<file path="src/sv/stq_pkg.sv">
// ============================================================================
// stq_pkg
// Shared widths, register indexes, the configuration bundle and width helpers
// for the smooth terrace quantiser.
// ============================================================================
package stq_pkg;

   // Sample and level width (signed, fixed point).
   localparam int SAMPLE_W = 18;
   // Tier count register width and the signed step count derived from it.
   localparam int TIER_W   = 9;
   localparam int STEP_W   = TIER_W + 1;
   // Product of a sample and a step count.
   localparam int SCALED_W = SAMPLE_W + STEP_W;
   // Divisor is twice the step count.
   localparam int DEN_W    = TIER_W + 1;
   // Configuration port.
   localparam int CSR_IDX_W  = 2;
   localparam int CSR_DATA_W = TIER_W;

   localparam logic [SAMPLE_W-1:0] LEVEL_MAX_Q = {1'b0, {(SAMPLE_W-1){1'b1}}};
   localparam logic [SAMPLE_W-1:0] LEVEL_MIN_Q = {1'b1, {(SAMPLE_W-1){1'b0}}};

   typedef enum logic [CSR_IDX_W-1:0] {
      CSR_TIER_COUNT    = 2'd0,
      CSR_SMOOTH_ENABLE = 2'd1
   } csr_index_type;

   // Settings seen by the datapath, derived from the configuration registers.
   typedef struct packed {
      logic [STEP_W-1:0] steps;   // two's complement step count
      logic              smooth;  // quintic blend selected
      logic              invalid; // step count is zero or negative
   } cfg_type;

   // Signed width of floor plus fade.
   function automatic int total_width(input int frac_bits);
      int w;
      w = (SCALED_W > frac_bits + 6) ? SCALED_W : frac_bits + 6;
      return w + 1;
   endfunction

   // Signed width of the rounding numerator, also the quotient width.
   function automatic int num_width(input int frac_bits);
      return total_width(frac_bits) + 2;
   endfunction

endpackage

</file>
<file path="src/sv/stq_fade.sv">
// ============================================================================
// stq_fade
// Front pipeline: scales the sample, evaluates the quintic fade of the
// fraction and forms the signed rounding numerator as sign and magnitude.
// ============================================================================
module stq_fade #(
   parameter int FRAC_BITS = 16
) (
   input  logic                                      clock,
   input  logic                                      reset,
   input  stq_pkg::cfg_type                          cfg,
   input  logic                                      up_valid,
   output logic                                      up_ready,
   input  logic signed [stq_pkg::SAMPLE_W-1:0]       up_sample,
   output logic                                      down_valid,
   input  logic                                      down_ready,
   output logic                                      down_neg,
   output logic [stq_pkg::num_width(FRAC_BITS)-1:0]  down_mag
);

   localparam int F       = FRAC_BITS;
   localparam int INNER_W = F + 5;
   localparam int PROD_W  = INNER_W + F;
   localparam int TOT_W   = stq_pkg::total_width(F);
   localparam int NUM_W   = stq_pkg::num_width(F);
   localparam int NSTAGE  = 7;
   localparam logic [PROD_W-1:0] HALF = PROD_W'(1) << (F - 1);

   logic [1:NSTAGE]   v_ff;
   logic [1:NSTAGE+1] load;

   logic signed [stq_pkg::SCALED_W-1:0] scaled_ff [1:6];
   logic [F-1:0]                        frac_ff   [1:6];
   logic [F:0]                          sq_ff;
   logic [INNER_W-1:0]                  inner_ff;
   logic [INNER_W-1:0]                  u4_ff;
   logic [INNER_W-1:0]                  u5_ff;
   logic [INNER_W-1:0]                  fade_ff;
   logic                                neg_ff;
   logic [NUM_W-1:0]                    mag_ff;

   logic signed [stq_pkg::SCALED_W-1:0]   scaled_in;
   logic signed [stq_pkg::SCALED_W+F-1:0] scaled_ext;
   logic [2*F:0]                          sq_prod;
   logic [F:0]                            sq_in;
   logic [INNER_W-1:0]                    inner_in;
   logic [PROD_W-1:0]                     p4, p5, p6;
   logic [INNER_W-1:0]                    fade_sel;
   logic signed [TOT_W-1:0]               total;
   logic signed [NUM_W-1:0]               tot_ext;
   logic signed [NUM_W-1:0]               num;

   always_comb begin
      load[NSTAGE+1] = down_ready;
      for (int k = NSTAGE; k >= 1; k--) begin
         load[k] = !v_ff[k] || load[k+1];
      end
   end

   assign up_ready   = load[1];
   assign down_valid = v_ff[NSTAGE];
   assign down_neg   = neg_ff;
   assign down_mag   = mag_ff;

   // Stage arithmetic: scale, square, inner polynomial, three fraction products, numerator.
   always_comb begin
      scaled_in  = up_sample * $signed(cfg.steps);
      scaled_ext = (stq_pkg::SCALED_W + F)'(scaled_in);
      sq_prod    = (2*F+1)'(frac_ff[1]) * (2*F+1)'(frac_ff[1]) + (2*F+1)'(HALF);
      sq_in      = sq_prod[2*F:F];
      inner_in   = INNER_W'(sq_ff) * INNER_W'(6) + (INNER_W'(10) << F)
                   - INNER_W'(frac_ff[2]) * INNER_W'(15);
      p4         = PROD_W'(inner_ff) * PROD_W'(frac_ff[3]) + HALF;
      p5         = PROD_W'(u4_ff) * PROD_W'(frac_ff[4]) + HALF;
      p6         = PROD_W'(u5_ff) * PROD_W'(frac_ff[5]) + HALF;
      fade_sel   = cfg.smooth ? fade_ff : '0;
      total      = TOT_W'(scaled_ff[6]) - $signed(TOT_W'(frac_ff[6]))
                   + $signed(TOT_W'(fade_sel));
      tot_ext    = NUM_W'(total);
      num        = (tot_ext <<< 1) + NUM_W'($signed(cfg.steps));
   end

   always_ff @(posedge clock) begin
      if (reset) begin
         v_ff <= '0;
      end else begin
         if (load[1]) begin
            v_ff[1] <= up_valid;
         end
         for (int k = 2; k <= NSTAGE; k++) begin
            if (load[k]) begin
               v_ff[k] <= v_ff[k-1];
            end
         end
      end
   end

   always_ff @(posedge clock) begin
      if (load[1]) begin
         scaled_ff[1] <= scaled_in;
         frac_ff[1]   <= scaled_ext[F-1:0];
      end
      for (int k = 2; k <= 6; k++) begin
         if (load[k]) begin
            scaled_ff[k] <= scaled_ff[k-1];
            frac_ff[k]   <= frac_ff[k-1];
         end
      end
      if (load[2]) begin
         sq_ff <= sq_in;
      end
      if (load[3]) begin
         inner_ff <= inner_in;
      end
      if (load[4]) begin
         u4_ff <= p4[PROD_W-1:F];
      end
      if (load[5]) begin
         u5_ff <= p5[PROD_W-1:F];
      end
      if (load[6]) begin
         fade_ff <= p6[PROD_W-1:F];
      end
      if (load[7]) begin
         neg_ff <= num[NUM_W-1];
         mag_ff <= num[NUM_W-1] ? NUM_W'(-num) : NUM_W'(num);
      end
   end

endmodule

</file>
<file path="config.mk">
export PLATFORM = sky130hd
export DESIGN_NAME = stq_fade
export DESIGN_NICKNAME = d
export VERILOG_FILES = /design/src/sv/stq_pkg.sv /design/src/sv/stq_fade.sv
export SDC_FILE = /design/constraint.sdc
export NUM_CORES = 2
export LEC_CHECK = 0
export BUFFER_PORTS_ARGS = -buffer_cell sky130_fd_sc_hd__buf_2
export CORE_AREA = 2 2 311 313
export CTS_BUF_LIST = sky130_fd_sc_hd__clkbuf_4
export CTS_CLUSTER_DIAMETER = 30
export DETAILED_ROUTE_END_ITERATION = 12
export DIE_AREA = 0 0 313 315
export HOLD_SLACK_MARGIN = 0.12
export PLACE_DENSITY = 0.87
export SETUP_SLACK_MARGIN = 0.2
export SLEW_MARGIN = 20
export SYNTH_ARGS = -nofsm -noshare
export SYNTH_HDL_FRONTEND = slang
export SYNTH_SLANG_ARGS = --single-unit
</file>
<file path="constraint.sdc">
create_clock -name clock -period 10.6 [get_ports clock]
set_input_delay 1.59 -clock clock [delete_from_list [all_inputs] [get_ports clock]]
set_output_delay 1.59 -clock clock [all_outputs]
set_load 0.01 [all_outputs]
</file>
==> flow_metrics.py <==
metrics = {
    "run_status": {
        "run_status": "finished clean",
    },
    "critical_path": {
        "worst_ep_arrival_time_ps": 8760,
        "criticalPathCategory": "register to register",
        "startpoint_type": "register",
        "crit_fanout": 22,
        "crit_required_ps": 11240,
        "critPathCaptureType": "register",
    },
    "synthesis": {
        "ys_dominant_reg_cell": "sky130_fd_sc_hd__edfxtp_1",
        "ys.warnings.count": 0,
        "synth-xor-area-share_pct": 3.27,
        "muxShareOfSynthArea_pct": 0.0184,
        "synth.ff_latch_count": 306,
        "ys_async_sr_fraction_pct": 0,
        "netlist_area_sq_um": 61300,
        "synth_sequential_area_ratio_pct": 14.9,
        "synthesis.area_per_instance_sq_um": 9.60,
        "postSynthCellCount": 6385,
        "share_of_the_synthesized_area_in_compound_gates_ao_oa_aoi_oai_pct": 4.84,
        "synth-edff-count": 299,
        "yosys.area_share.adder_pct": 52.1,
        "synthesis.nets": 8277,
        "combinational_family_with_the_most_area_after_synthesis": "adder cells",
        "simple_gate_share_of_the_synthesized_area_pct": 13.9,
        "netlist-cell-type-count": 72,
    },
    "timing": {
        "setup_viol_count_final": 0,
        "final.setup_skew_ps": 97.3,
        "slew_viol_final": 0,
        "worst_relative_slew_slack_pct": 26.1,
        "final_hold_viol_count": 0,
        "rsz0062_at_grt": "false",
        "worst-slew-pin-transition_ps": 1110,
        "layout_worst_path_cycle_share_pct": 76.6,
        "post-route-min-period_ps": 8120,
        "max_freq_mhz": 123,
        "fin_setup_tns_ps": 0,
    },
    "global_routing": {
        "grt_pass1_vias": 47700,
        "track_usage_pct": 28.5,
        "wire_length_of_the_first_global_routing_pass_microns": 227000,
        "antenna_found_initial": 4,
        "grt_start_max_net_pins": 50,
        "grt.overflow.total": 0,
    },
    "cts": {
        "cts-buffers-inserted": 85,
        "cts_max_path_buffers": 3,
        "numClockSinks": 306,
        "clkTransAtPathRegs_ps": 70,
        "post_cts_hold_buffer_count": 0,
        "h-tree-depth": 3,
        "cts.root.buffer_cell": "sky130_fd_sc_hd__clkbuf_4",
        "clock_insertion_delay_worst_skew_ps": 900,
        "tritoncts": "yes",
        "cts_resized": 0,
        "postCtsSetupRepairBufs": 0,
    },
    "floorplanning": {
        "fp.dieArea_sq_um": 98600,
        "placement_rows": 114,
        "core_region_area_sq_um": 95700,
        "fp.dieH_microns": 315,
        "start_util_pct": 64.1,
        "die_width_microns": 313,
        "pin_count": 68,
    },
    "detailed_routing": {
        "drtAntennaViolNets": 0,
        "drt-pass1-iter-count": 7,
        "num_vias": 43300,
        "wl_microns": 135000,
        "wl_per_cell_microns": 17.6,
        "detailedRoute.firstIterationViolations": 3140,
        "vias_per_cell": 5.64,
        "route.detailed.drc": 0,
    },
    "hold_path": {
        "hold_class": "register to register",
    },
    "layout": {
        "layout.cell_area.non_filler_sq_um": 63700,
        "count_of_filler_cells_inserted_in_the_layout": 6691,
        "layout_common_cells": "sky130_fd_sc_hd__inv_1 (1577), sky130_fd_sc_hd__fa_1 (1156), sky130_fd_sc_hd__nand2_1 (766)",
        "drive_gt1_share_pct": 4.13,
        "area.growth.synth_to_final_pct": 3.87,
        "nets": 8230,
        "most_common_cell_after_layout_fill_and_taps_aside": "sky130_fd_sc_hd__inv_1",
        "finish.utilization_pct": 66.5,
    },
    "placed_design": {
        "port-buffer-count": 66,
        "hpwl_microns": 105000,
        "gp_congestion": 0.904,
        "placement_stage_cell_area_sq_um": 62600,
    },
    "run": {
        "max-cap-violations": 0,
    },
}
-- synthesized netlist by cell type, drive strengths merged, types with 8 or more instances --
library cell / n / area, sq um
inv: 1581 / 5930
fa: 1156 / 23100
nand2: 768 / 2880
ha: 702 / 8780
and2: 594 / 3720
edfxtp: 299 / 8980
clkbuf: 215 / 807
nor2: 157 / 589
a21oi: 151 / 767
xnor2: 146 / 1290
o21ai: 84 / 420
xor2: 82 / 718
a21o: 47 / 353
o21a: 35 / 263
nand3: 34 / 170
nor3: 31 / 171
nand2b: 29 / 181
nor2b: 25 / 156
or2: 25 / 156
and3: 23 / 149
o21bai: 22 / 165
nand4: 19 / 119
a31oi: 17 / 113
o31ai: 13 / 97.6
a211oi: 10 / 85.1
a2111oi: 8 / 70.1
a211o: 8 / 70.1
o211ai: 8 / 60.1
o41ai: 8 / 85.1
-- kinds of logic (layout without fill, tap and decap cells) --
kind of cell               Yosys count  count (layout)
DFF                                306             306
buffers and inverters             1800            1813
other                                0               3
xor gates and xnor gates           228             228
AOI/OAI and AO/OA                  457             457
and+or+nand+nor                   1735            1735
muxes                                1               1
adders and majority gates         1858            1858
-- critical path, stage by stage (launching register included) --
cell and delay (ps):
sky130_fd_sc_hd__edfxtp_1 1070, sky130_fd_sc_hd__nand2_1 190, sky130_fd_sc_hd__fa_1 570, sky130_fd_sc_hd__inv_1 50, sky130_fd_sc_hd__fa_1 500, sky130_fd_sc_hd__fa_1 520
sky130_fd_sc_hd__inv_1 60, sky130_fd_sc_hd__fa_1 550, sky130_fd_sc_hd__inv_1 50, sky130_fd_sc_hd__fa_1 500, sky130_fd_sc_hd__fa_1 450, sky130_fd_sc_hd__ha_1 330
sky130_fd_sc_hd__o211ai_1 110, sky130_fd_sc_hd__a211oi_1 200, sky130_fd_sc_hd__a21oi_1 190, sky130_fd_sc_hd__nor3b_1 340, sky130_fd_sc_hd__o211ai_1 230, sky130_fd_sc_hd__o21ai_0 780
sky130_fd_sc_hd__a22o_1 310, sky130_fd_sc_hd__nor4_1 80, sky130_fd_sc_hd__o41ai_1 530, sky130_fd_sc_hd__a21oi_1 170, sky130_fd_sc_hd__xnor2_1 150
-- final timing paths --
path | startpoint | to | slack [ps] | cells past startpoint
setup / recovery | frac_ff[0][65] | u5_ff[20] | 2480 | 22
hold / removal | scaled_ff[0][44] | scaled_ff[0][72] | 380 | 0
setup reg to reg | frac_ff[0][65] | u5_ff[20] | 2480 | 22
hold reg to reg | scaled_ff[0][44] | scaled_ff[0][72] | 380 | 0
-- metal layers --
metal  track usage, %  part of all wire (%)  vias up
met3             5.24                   9.2      422
met5                0                0.0096        -
met1             34.8                    37    21700
met2             50.2                    51     2075
met4             11.2                   3.5        2
li1                 -                     -    19200
-- registers in the layout, indices dropped and copies added, names as in the netlist --
register	cells
sq_ff	17
down_mag	31
v_ff	7
u4_ff	21
down_neg	1
fade_ff	21
scaled_ff	78
u5_ff	21
inner_ff	21
frac_ff	88
-- per-stage QoR --
stage	std cells	hold slack [ps]	setup slack (ps)
floorplan	6385	400	3420
finish	7677	380	2480
CTS	7674	383	2540
detailed placement	7527	405	2560
global placement	7527	402	2650
global route	7677	403	2090
-- layout make-up --
class	instances	area, sq um	area share (%)
Multi-Input combinational cell	4279	45500	71.4
Inverter	1581	5930	9.32
Antenna cell	3	7.51	0.0118
Sequential cell	306	9120	14.3
Timing Repair Buffer	85	473	0.743
Clock buffer	107	803	1.26
Tap cell	1276	1600	2.51
Clock inverter	40	295	0.464
Power is left out: the tool's default activity adds up to more than one toggle a clock period on the data nets, which glitch-free logic cannot reach.
