===== config.mk =====
export PLATFORM = sky130hd
export DESIGN_NAME = stq_div_cell
export DESIGN_NICKNAME = d
export VERILOG_FILES = /design/src/sv/stq_pkg.sv /design/src/sv/stq_div_cell.sv
export SDC_FILE = /design/constraint.sdc
export NUM_CORES = 1
export LEC_CHECK = 0
export ABC_AREA = 1
export BUFFER_PORTS_ARGS = -buffer_cell sky130_fd_sc_hd__buf_2
export CORE_MARGIN = 2
export CORE_UTILIZATION = 35
export DETAILED_ROUTE_END_ITERATION = 10
export GPL_TIMING_DRIVEN = 0
export PLACE_DENSITY = 0.74
export SLEW_MARGIN = 5
export SYNTH_ARGS = -nofsm -noshare
export SYNTH_HDL_FRONTEND = slang
export SYNTH_SLANG_ARGS = --single-unit

===== constraint.sdc =====
create_clock -name clock -period 2.55 [get_ports clock]
set_input_delay 0.51 -clock clock [delete_from_list [all_inputs] [get_ports clock]]
set_output_delay 0.51 -clock clock [all_outputs]
set_load 0.01 [all_outputs]

===== src/sv/stq_pkg.sv =====
// ============================================================================
// stq_pkg
// Shared widths, register indexes, the configuration bundle and width helpers
// for the smooth terrace quantiser.
// ============================================================================
package stq_pkg;

   // Sample and level width (signed, fixed point).
   localparam int SAMPLE_W = 18;
   // Tier count register width and the signed step count derived from it.
   localparam int TIER_W   = 9;
   localparam int STEP_W   = TIER_W + 1;
   // Product of a sample and a step count.
   localparam int SCALED_W = SAMPLE_W + STEP_W;
   // Divisor is twice the step count.
   localparam int DEN_W    = TIER_W + 1;
   // Configuration port.
   localparam int CSR_IDX_W  = 2;
   localparam int CSR_DATA_W = TIER_W;

   localparam logic [SAMPLE_W-1:0] LEVEL_MAX_Q = {1'b0, {(SAMPLE_W-1){1'b1}}};
   localparam logic [SAMPLE_W-1:0] LEVEL_MIN_Q = {1'b1, {(SAMPLE_W-1){1'b0}}};

   typedef enum logic [CSR_IDX_W-1:0] {
      CSR_TIER_COUNT    = 2'd0,
      CSR_SMOOTH_ENABLE = 2'd1
   } csr_index_type;

   // Settings seen by the datapath, derived from the configuration registers.
   typedef struct packed {
      logic [STEP_W-1:0] steps;   // two's complement step count
      logic              smooth;  // quintic blend selected
      logic              invalid; // step count is zero or negative
   } cfg_type;

   // Signed width of floor plus fade.
   function automatic int total_width(input int frac_bits);
      int w;
      w = (SCALED_W > frac_bits + 6) ? SCALED_W : frac_bits + 6;
      return w + 1;
   endfunction

   // Signed width of the rounding numerator, also the quotient width.
   function automatic int num_width(input int frac_bits);
      return total_width(frac_bits) + 2;
   endfunction

endpackage


===== src/sv/stq_div_cell.sv =====
// ============================================================================
// stq_div_cell
// One cell of the restoring divider chain: develops one quotient bit per
// request and hands the partial remainder on to the next cell.
// ============================================================================
module stq_div_cell #(
   parameter int NQ_W = 31
) (
   input  logic                           clock,
   input  logic                           reset,
   input  logic [stq_pkg::DEN_W-1:0]      den,
   input  logic                           up_valid,
   output logic                           up_ready,
   input  logic                           up_neg,
   input  logic [NQ_W-1:0]                up_nq,
   input  logic [stq_pkg::DEN_W-1:0]      up_rem,
   output logic                           down_valid,
   input  logic                           down_ready,
   output logic                           down_neg,
   output logic [NQ_W-1:0]                down_nq,
   output logic [stq_pkg::DEN_W-1:0]      down_rem
);

   localparam int DW = stq_pkg::DEN_W;

   logic            valid_ff;
   logic            neg_ff;
   logic [NQ_W-1:0] nq_ff;
   logic [DW-1:0]   rem_ff;

   logic            load;
   logic [DW:0]     shifted;
   logic [DW:0]     diff;
   logic            fits;

   assign load     = !valid_ff || down_ready;
   assign up_ready = load;

   // The numerator bits leave at the top while quotient bits enter below.
   always_comb begin
      shifted = {up_rem, up_nq[NQ_W-1]};
      diff    = shifted - {1'b0, den};
      fits    = shifted >= {1'b0, den};
   end

   always_ff @(posedge clock) begin
      if (reset) begin
         valid_ff <= 1'b0;
      end else if (load) begin
         valid_ff <= up_valid;
      end
   end

   always_ff @(posedge clock) begin
      if (load) begin
         neg_ff <= up_neg;
         nq_ff  <= {up_nq[NQ_W-2:0], fits};
         rem_ff <= fits ? diff[DW-1:0] : shifted[DW-1:0];
      end
   end

   assign down_valid = valid_ff;
   assign down_neg   = neg_ff;
   assign down_nq    = nq_ff;
   assign down_rem   = rem_ff;

endmodule


==> results of run 1 <==
state kept, by name (all words and copies together) (netlist names):
name        cells
down_rem       10
down_nq        31
down_valid      1
down_neg        1
metrics by stage:
step / instance area [um^2] / hold WS, ps / instances / worst slack (ps)
after detailed placement: 2670 / 678 / 356 / 454
after global placement: 2650 / 683 / 355 / -172
after CTS: 2800 / 368 / 364 / 654
after floorplan: 2060 / 579 / 184 / 528
after global routing: 2800 / 368 / 364 / 588
final: 2800 / 375 / 364 / 688
layer usage:
metal	part of all wire [%]	vias up	global-route usage (%)	wire length [um]
met5	0	-	0	0
met3	12	5	4.33	522
met4	0.77	0	4.07	33
li1	-	814	-	-
met1	41	661	14.8	1760
met2	46	76	23.3	1940
layout make-up:
class                   count  area [um^2]  area share (%)
plain buffers               1         20.0           0.715
clock buffers               6         72.6            2.59
clock inverters             2         60.1            2.14
inverters                  30          113            4.02
multi-input cells         110          649            23.2
flip-flops and latches     43         1280            45.7
well taps                  72         90.1            3.22
repair buffers            100          515            18.4
cells by family after synthesis:
logic type / count (synthesis) / share of synthesized area [%]
AO/OA/AOI/OAI: 8 / 2.25
flip-flops: 43 / 62.2
XOR/XNOR: 3 / 1.28
AND/OR/NAND/NOR: 88 / 20.8
buffers and inverters: 31 / 6.44
adder cells (fa/ha/maj): 11 / 7.04
cell usage in the layout (no fill, tap or decap), drive strengths merged:
cell,count
fa,1
ha,10
clkbuf,6
inv,30
nand3,13
a21oi,6
o21bai,1
nor2,7
nand4,1
nand2,63
nand3b,1
xor2,3
nor3,1
bufinv,2
buf,101
edfxtp,42
o21ai,1
dfxtp,1
and2,1
or2,1
path summary, 6_finish.rpt:
kind / start / end / slack, ps / cells after the start
worst min register to register: down_valid / down_valid / 820 / 2
worst max register to register: down_valid / down_nq[14] / 1350 / 2
worst min-delay path: reset / down_valid / 380 / 2
worst max-delay path: down_ready / up_ready / 690 / 5
power breakdown:
part | internal (uW) | switching, uW
Clock | 391 | 215
Sequential | 854 | 13.6
Combinational | 150 | 197
==> results.cfg, run 1 <==
[power_and_ir_drop]
ir_drop_mv = 0.238
p_per_area_mw_per_mm2 = 650
leakage_uw = 0.00142
fin_total_pwr_uw = 1820

[sta]
final.period_utilization_pct = 73.0
finalSetupViolations = 0
finClkSkew_ps = 2.80
final_hold_viol_count = 0
fin_crit_ps = 1860
setup_tns_ps = 0
rsz0062_at_grt = no
fmax_ghz = 0.537
tightest_slew_ps = 420
slew_violations = 0
worst_slew_margin_rel_pct = 71.9

[run]
drv_cap = 0

[clocking]
root_buffer = clkbuf_8
clkSlewWorstSetupHoldPaths_ps = 80
clockBufferDepth = 2
cts_num_sinks = 43
postCtsHoldBufs = 0
cts_tree = yes
cts_setup_buffers = 0
cts_buffers = 5
cts_resized = 0
clock_latency_ps = 280
cts_max_level = 2

[worst_setup_path]
critPathKind = in2out
start_kind = input port
cpMaxStageDelayCell = nand2_2
cp_num_buf_inv = 4
path_cells = buf_2 -> inv_1 -> nand2_2 -> buf_12 -> buf_2
max_stage_delay_ps = 320
critPathRequiredTime_ps = 2040
endpoint_kind = primary output
crit_fanout = 28
critPathArrivalTime_ps = 1350
path_delay_family = buffers and inverters
cpMostUsedCell = buf_2

[floorplan]
die_w_um = 80.7
rows = 27
initial_core_util_pct = 36.7
die_area_mm2 = 0.00652
die_h_um = 80.7
ios = 100
core_area_mm2 = 0.00561

[run_status]
status = completed

[yosys]
synth_edf_count = 42
ys_ff_latch = 43
seq_area_frac_synth_pct = 62.2
synth.top_cells.by_area = edfxtp_1 61%, nand2_1 9.7%, ha_1 6.1%
synth_nets = 251
yosysTopAreaCell = edfxtp_1
synth_area_mm2 = 0.00206
ys_top_cells_by_count = 53 x nand2_1, 42 x edfxtp_1, 29 x inv_1
dominantRegCellSynth = edfxtp_1
synth.most_common_cell = nand2_1
avgSynthCellArea_um2 = 11.2
syn_inst = 184
yosysTopAreaCellShare_pct = 61.2
ys_warn_count = 0
netlist-cell-type-count = 25
synthArstFlopShare_pct = 0

[placed_design]
port_buffers = 99
place.gp.congestion = 0.823
dp_hpwl_um = 3470

[global_routing]
antenna_found_initial = 0
gr-total-overflow = 0
grt_first_pass_wirelength_um = 6560
grt_max_degree = 29
grtUsageTotal_pct = 13.1
grt_pass1_vias = 1499

[final_layout]
drive_gt1_share_pct = 44.2
final_util_pct = 50.0
nNetsFinal = 358
syn_to_final_growth_pct = 35.9
nFillCells = 528
num_antenna_cells = 0

[routing]
vias_per_cell = 4.27
postRouteAntennaNets = 0
wl_um = 4260
drt_iter0_drc = 53
routedWlPerCell_um = 11.7
drc = 0
firstDrtPassIters = 4
vias = 1556

[min_path]
min_path_type = in2reg
Power figures use the tool's default switching activity.
==> run 2, diff against run 1 <==
--- a/config.mk
+++ b/config.mk
@@ -5,13 +5,13 @@
 export SDC_FILE = /design/constraint.sdc
 export NUM_CORES = 1
 export LEC_CHECK = 0
-export ABC_AREA = 1
+export ABC_AREA = 0
 export BUFFER_PORTS_ARGS = -buffer_cell sky130_fd_sc_hd__buf_2
 export CORE_MARGIN = 2
 export CORE_UTILIZATION = 35
 export DETAILED_ROUTE_END_ITERATION = 10
 export GPL_TIMING_DRIVEN = 0
-export PLACE_DENSITY = 0.74
+export PLACE_DENSITY = 0.78
 export SLEW_MARGIN = 5
 export SYNTH_ARGS = -nofsm -noshare
 export SYNTH_HDL_FRONTEND = slang
==> constraint.sdc (replaced) <==
create_clock -name clock -period 1.7 [get_ports clock]
set_input_delay 0.34 -clock clock [delete_from_list [all_inputs] [get_ports clock]]
set_output_delay 0.34 -clock clock [all_outputs]
set_load 0.01 [all_outputs]
==> run 2 against run 1 <==
  * Clock-buffer cell count unchanged
  * Setup slack got worse by 870 ps
  * First-iteration DRC count decreased by 51%
  * Critical path depth increased by 5
  * Combinational power increased by 100%
  * Wire length increased by 5.6%
  * Die area decreased by 6.5%
  * Synthesized cell count decreased by 34%
  * Utilization increased by 9.7 points
  * Sequential share of layout area decreased by 4.5 points
  * The run now ends with negative setup slack left
  * Total power increased by 60%
  * Non-clock buffer count increased by 13
==> results.cfg, run 2 <==
[yosys]
synth_edf_count = 42
synthArstFlopShare_pct = 0
dominantRegCellSynth = edfxtp_1
yosysTopAreaCell = edfxtp_1
ys_ff_latch = 43
seq_area_frac_synth_pct = 66.8
netlist-cell-type-count = 33
ys_warn_count = 0
synthMuxAreaShare_pct = 6.58
synth.most_common_cell = edfxtp_1
synth_compound_area_share_pct = 8.34
synth_xor_area_share_pct = 3.19
synth_area_mm2 = 0.00192
synth_top_family_by_area = compound AO/OA/AOI/OAI gates
yosysTopAreaCellShare_pct = 65.7
synth.top_cells.by_area = edfxtp_1 66%, ha_1 6.5%, mux2_4 5.5%
avgSynthCellArea_um2 = 15.9
ys_top_cells_by_count = 42 x edfxtp_1, 13 x inv_1, 10 x ha_1
syn_inst = 121
synth_fa_ha_area_share_pct = 7.56
synth-simple-area-share_pct = 4.69
synth_nets = 188

[worst_setup_path]
critPathCapture = down_rem[8]
crit_fanout = 2
endpoint_kind = flip-flop
reg2reg_from = down_valid
r2r-end = down_neg
startpoint = up_nq[30]
critPathArrivalTime_ps = 1920
critPathKind = in2reg
reg2reg_depth = 1
critPathRequiredTime_ps = 1740
start_kind = input port
rrSetupSlack_ps = 550

[run_status]
status = finished, violations left
violations = negative setup slack

[final_layout]
final_cell_area_mm2 = 0.00311
drive_gt1_share_pct = 71.7
layout_commonest_cell = buf_2
fin_cells = 314
nNetsFinal = 310
num_antenna_cells = 0
final_util_pct = 59.7
largest_reg_flops = 31
syn_to_final_growth_pct = 61.9
layout_common_cells = 91 x buf_2, 42 x edfxtp_1, 15 x buf_4

[sta]
final.period_utilization_pct = 111
worst_slew_margin_rel_pct = 63.8
finClkSkew_ps = 4.00
final_hold_viol_count = 0
finalSetupViolations = 8
fin_crit_ps = 1890
fin_ws_ps = -187
fmax_ghz = 0.530
slew_violations = 0
tightest_slew_ps = 543
rsz0062_at_grt = yes

[routing]
vias_per_cell = 4.66
firstDrtPassIters = 4
vias = 1463
wl_um = 4500
postRouteAntennaNets = 0
drt_iter0_drc = 26
drc = 0
routedWlPerCell_um = 14.3

[power_and_ir_drop]
power.share.clock_pct = 30.9
p_switching_uw = 666
leakage_uw = 0.00136
fin_total_pwr_uw = 2910
p_seq_share_pct = 45.0
p_per_area_mw_per_mm2 = 936
power_frac_comb_pct = 24.0
ir_drop_mv = 0.362
power.internal_uw = 2240
p_sw_share_pct = 22.9

[floorplan]
core_area_mm2 = 0.00520
rows = 26
die_w_um = 78.1
ios = 100
initial_core_util_pct = 36.9
die_area_mm2 = 0.00609
die_h_um = 78.1

[global_routing]
grt_first_pass_wirelength_um = 6560
grt_pass1_vias = 1471
grtUsageTotal_pct = 14.0
gr-total-overflow = 0
grt_max_degree = 45
antenna_found_initial = 0

[run]
drv_cap = 0

[clocking]
cts_max_level = 2
cts_num_sinks = 43
cts_buffers = 5
root_buffer = clkbuf_8
clkSlewWorstSetupHoldPaths_ps = 70
clock_latency_ps = 280
clockBufferDepth = 2
cts_tree = yes

[min_path]
min_path_type = in2reg
hp-start = reset

[placed_design]
place_area_mm2 = 0.00271
pre_cts_ws_ps = -615
dp.cells = 290
dp_hpwl_um = 3160
place.gp.congestion = 0.806
port_buffers = 99
==> run 2: through the flow <==
stage | setup TNS [ps] | hold WS (ps)
finish | -922 | 205
global route | -1170 | 199
CTS | -773 | 197
detailed placement | -4870 | 503
global placement | -4900 | 497
floorplan | -2040 | 409
==> run 2: layout make-up <==
| type | instances | area [um^2] |
|---|---|---|
| repair buffers | 114 | 662 |
| flip-flops and latches | 43 | 1280 |
| well taps | 70 | 87.6 |
| multi-input cells | 65 | 858 |
| inverters | 14 | 85.1 |
| clock buffers | 6 | 72.6 |
| clock inverters | 2 | 60.1 |
| fillers | 405 | 2100 |
==> run 2: timing repair <==
action / CTS / global route
hold buffers: 0 / 0
setup endpoints to repair: 9 / 10
gates cloned: 0 / 1
gates resized for setup: 31 / 8
pin swaps: 19 / 7
buffers inserted: 11 / 4
hold endpoints to repair: 0 / 0
==> run 2: power groups by stage <==
| stage | logic, uW | clock network, uW | registers [uW] |
|---|---|---|---|
| global placement | 576 | 0 | 1330 |
| global route | 747 | 982 | 1320 |
| detailed placement | 587 | 0 | 1330 |
| CTS | 663 | 930 | 1310 |
| finish | 699 | 900 | 1310 |
| floorplan | 301 | 0 | 1400 |
==> run 2: logic make-up (layout without fill, tap and decap cells) <==
| group | after synthesis | count (layout) |
|---|---|---|
| adder cells (fa/ha/maj) | 11 | 11 |
| multiplexers | 9 | 9 |
| AO/OA/AOI/OAI | 20 | 20 |
| buffers and inverters | 14 | 136 |
| AND/OR/NAND/NOR | 17 | 18 |
| flip-flops | 43 | 43 |
| XOR/XNOR | 7 | 7 |
==> run 2: worst max-delay path: stages <==
cell	delay, ps
buf_8	110
inv_12	40
ha_4	110
inv_2	30
fa_2	350
a211oi_2	220
o21bai_2	120
a221oi_2	250
xnor2_1	100
mux2_4	260
==> run 2: how the worst min path moves through the flow <==
| stage | to | cells after the start |
|---|---|---|
| floorplan | down_valid | 1 |
| CTS | down_valid | 2 |
| global placement | down_valid | 2 |
| global route | down_valid | 2 |
| finish | down_valid | 2 |
| detailed placement | down_valid | 2 |
==> run 2: layer usage <==
layer	vias up	GRT usage (%)	part of all wire (%)	routed length, um
li1	694	-	-	-
met4	0	6.32	2.1	94
met5	-	0	0	0
met2	83	24.8	50	2250
met3	9	4.14	9.7	435
met1	677	15.3	38	1730
==> run 3, diff against run 2 <==
--- a/config.mk
+++ b/config.mk
@@ -10,7 +10,7 @@
 export CORE_MARGIN = 2
 export CORE_UTILIZATION = 35
 export DETAILED_ROUTE_END_ITERATION = 10
-export GPL_TIMING_DRIVEN = 0
+export HOLD_SLACK_MARGIN = 0.05
 export PLACE_DENSITY = 0.78
 export SLEW_MARGIN = 5
 export SYNTH_ARGS = -nofsm -noshare
==> run 3 against run 2 <==
  * The flow still finishes with violations (negative setup slack)
  * Largest power group unchanged
  * Register-to-register slack worse by 70 ps
  * Via count is 3.1% higher
  * Total power is 2.5% higher
  * Largest cell class unchanged
==> results.cfg, run 3 (synthesis results as in run 2) <==
[run_status]
status = finished, violations left
violations = negative setup slack

[floorplan]
die_h_um = 78.1
die_w_um = 78.1
ios = 100
die_area_mm2 = 0.00609
initial_core_util_pct = 36.9
core_area_mm2 = 0.00520
rows = 26

[sta]
finClkSkew_ps = 3.92
worst_slew_margin_rel_pct = 65.2
finalSetupViolations = 8
tightest_slew_ps = 523
fmax_ghz = 0.532
final.period_utilization_pct = 110
rsz0062_at_grt = yes
final_hold_viol_count = 0
slew_violations = 0
setup_tns_ps = -1050
fin_crit_ps = 1880
fin_ws_ps = -178

[global_routing]
grtUsageTotal_pct = 14.9
grt_pass1_vias = 1485
gr-total-overflow = 0
grt_first_pass_wirelength_um = 6990
antenna_found_initial = 0
grt_max_degree = 44

[final_layout]
layout_common_cells = 91 x buf_2, 42 x edfxtp_1, 33 x buf_4
multi_input_area_um2 = 866
nFillCells = 397
nNetsFinal = 329
largest_reg_flops = 31
final_cell_area_mm2 = 0.00329
drive_gt1_share_pct = 74.1
layout_commonest_cell = buf_2
seq_area_mm2 = 0.00128
num_antenna_cells = 0
syn_to_final_growth_pct = 71.6

[clocking]
root_buffer = clkbuf_8
cts_buffers = 5
cts_num_sinks = 43
cts_tree = yes
clockBufferDepth = 2
clock_latency_ps = 280
postCtsHoldBufs = 0
cts_max_level = 2
clkSlewWorstSetupHoldPaths_ps = 80

[worst_setup_path]
critPathRequiredTime_ps = 1740
max_stage_delay_ps = 360
start_kind = input port
critPathKind = in2reg
critPathArrivalTime_ps = 1920
crit_fanout = 2
endpoint_kind = flip-flop
cpMaxStageDelayCell = fa_2
path_cells = buf_12 -> inv_12 -> ha_4 -> inv_2 -> fa_2 -> a211oi_2 -> o21bai_2 -> a221oi_2 -> xnor2_1 -> mux2_4

[placed_design]
place.gp.congestion = 0.849
place_area_mm2 = 0.00295
dp_hpwl_um = 3630
port_buffers = 99
pre_cts_ws_ps = -589

[routing]
wl_um = 4700
firstDrtPassIters = 4
routedWlPerCell_um = 14.1
vias = 1508
drc = 0
drt_iter0_drc = 47
postRouteAntennaNets = 0
vias_per_cell = 4.53

[power_and_ir_drop]
p_per_area_mw_per_mm2 = 905
leakage_uw = 0.00147
ir_drop_mv = 0.358

[run]
drv_cap = 0

[min_path]
min_path_type = in2reg
[run 3: stage by stage]
step                hold WS (ps)  cells  power (uW)  utilization (%)
finish                       200    333        2980             63.3
global route                 195    333        3120             63.3
CTS                          183    331        2980             61.6
detailed placement           496    320        2010             56.6
global placement             496    320        1990             56.6
floorplan                    409    121        1700                -
[run 3: cell type report]
class                      instances  area share [%]
clock buffer                       6            2.20
multi-input combinational         64            26.3
timing repair buffer             134            25.5
inverter                          14            2.58
sequential                        43            38.9
tap                               70            2.66
clock inverter                     2            1.82
[run 3: final timing paths]
| kind | from | end | slack, ps | cells after the start |
|---|---|---|---|---|
| worst max register to register | down_valid | down_nq[14] | 480 | 2 |
| worst max-delay path | up_nq[30] | down_rem[8] | -180 | 10 |
| worst min-delay path | reset | down_valid | 200 | 2 |
| worst min register to register | down_valid | down_rem[5] | 950 | 2 |
[run 3: where the power goes]
part / total, uW / switching [uW] / internal (uW)
clock: 904 / 317 / 587
combinational: 767 / 344 / 422
sequential: 1310 / 22.9 / 1290
[run 3: per-layer routing]
metal  global-route usage [%]  part of all wire (%)  vias to the layer above
met4                     5.79                   1.1                        0
met2                     26.3                    51                       84
li1                         -                     -                      731
met5                        0                     0                        -
met3                     4.02                   9.4                        4
met1                     17.3                    39                      689
[run 3: worst max-delay path, delay by kind of cell]
kind                       cells  cell delay, ps
adders and majority gates      2             470
buffers and inverters          3             180
AOI/OAI and AO/OA              3             580
xor gates and xnor gates       1              90
muxes                          1             250
[run 3: repair_timing]
action                                  CTS  global route
cloned                                    0             0
endpoints found under the setup margin   10            10
pin swaps                                21             9
resized for setup                        30            17
buffers inserted                          3             2
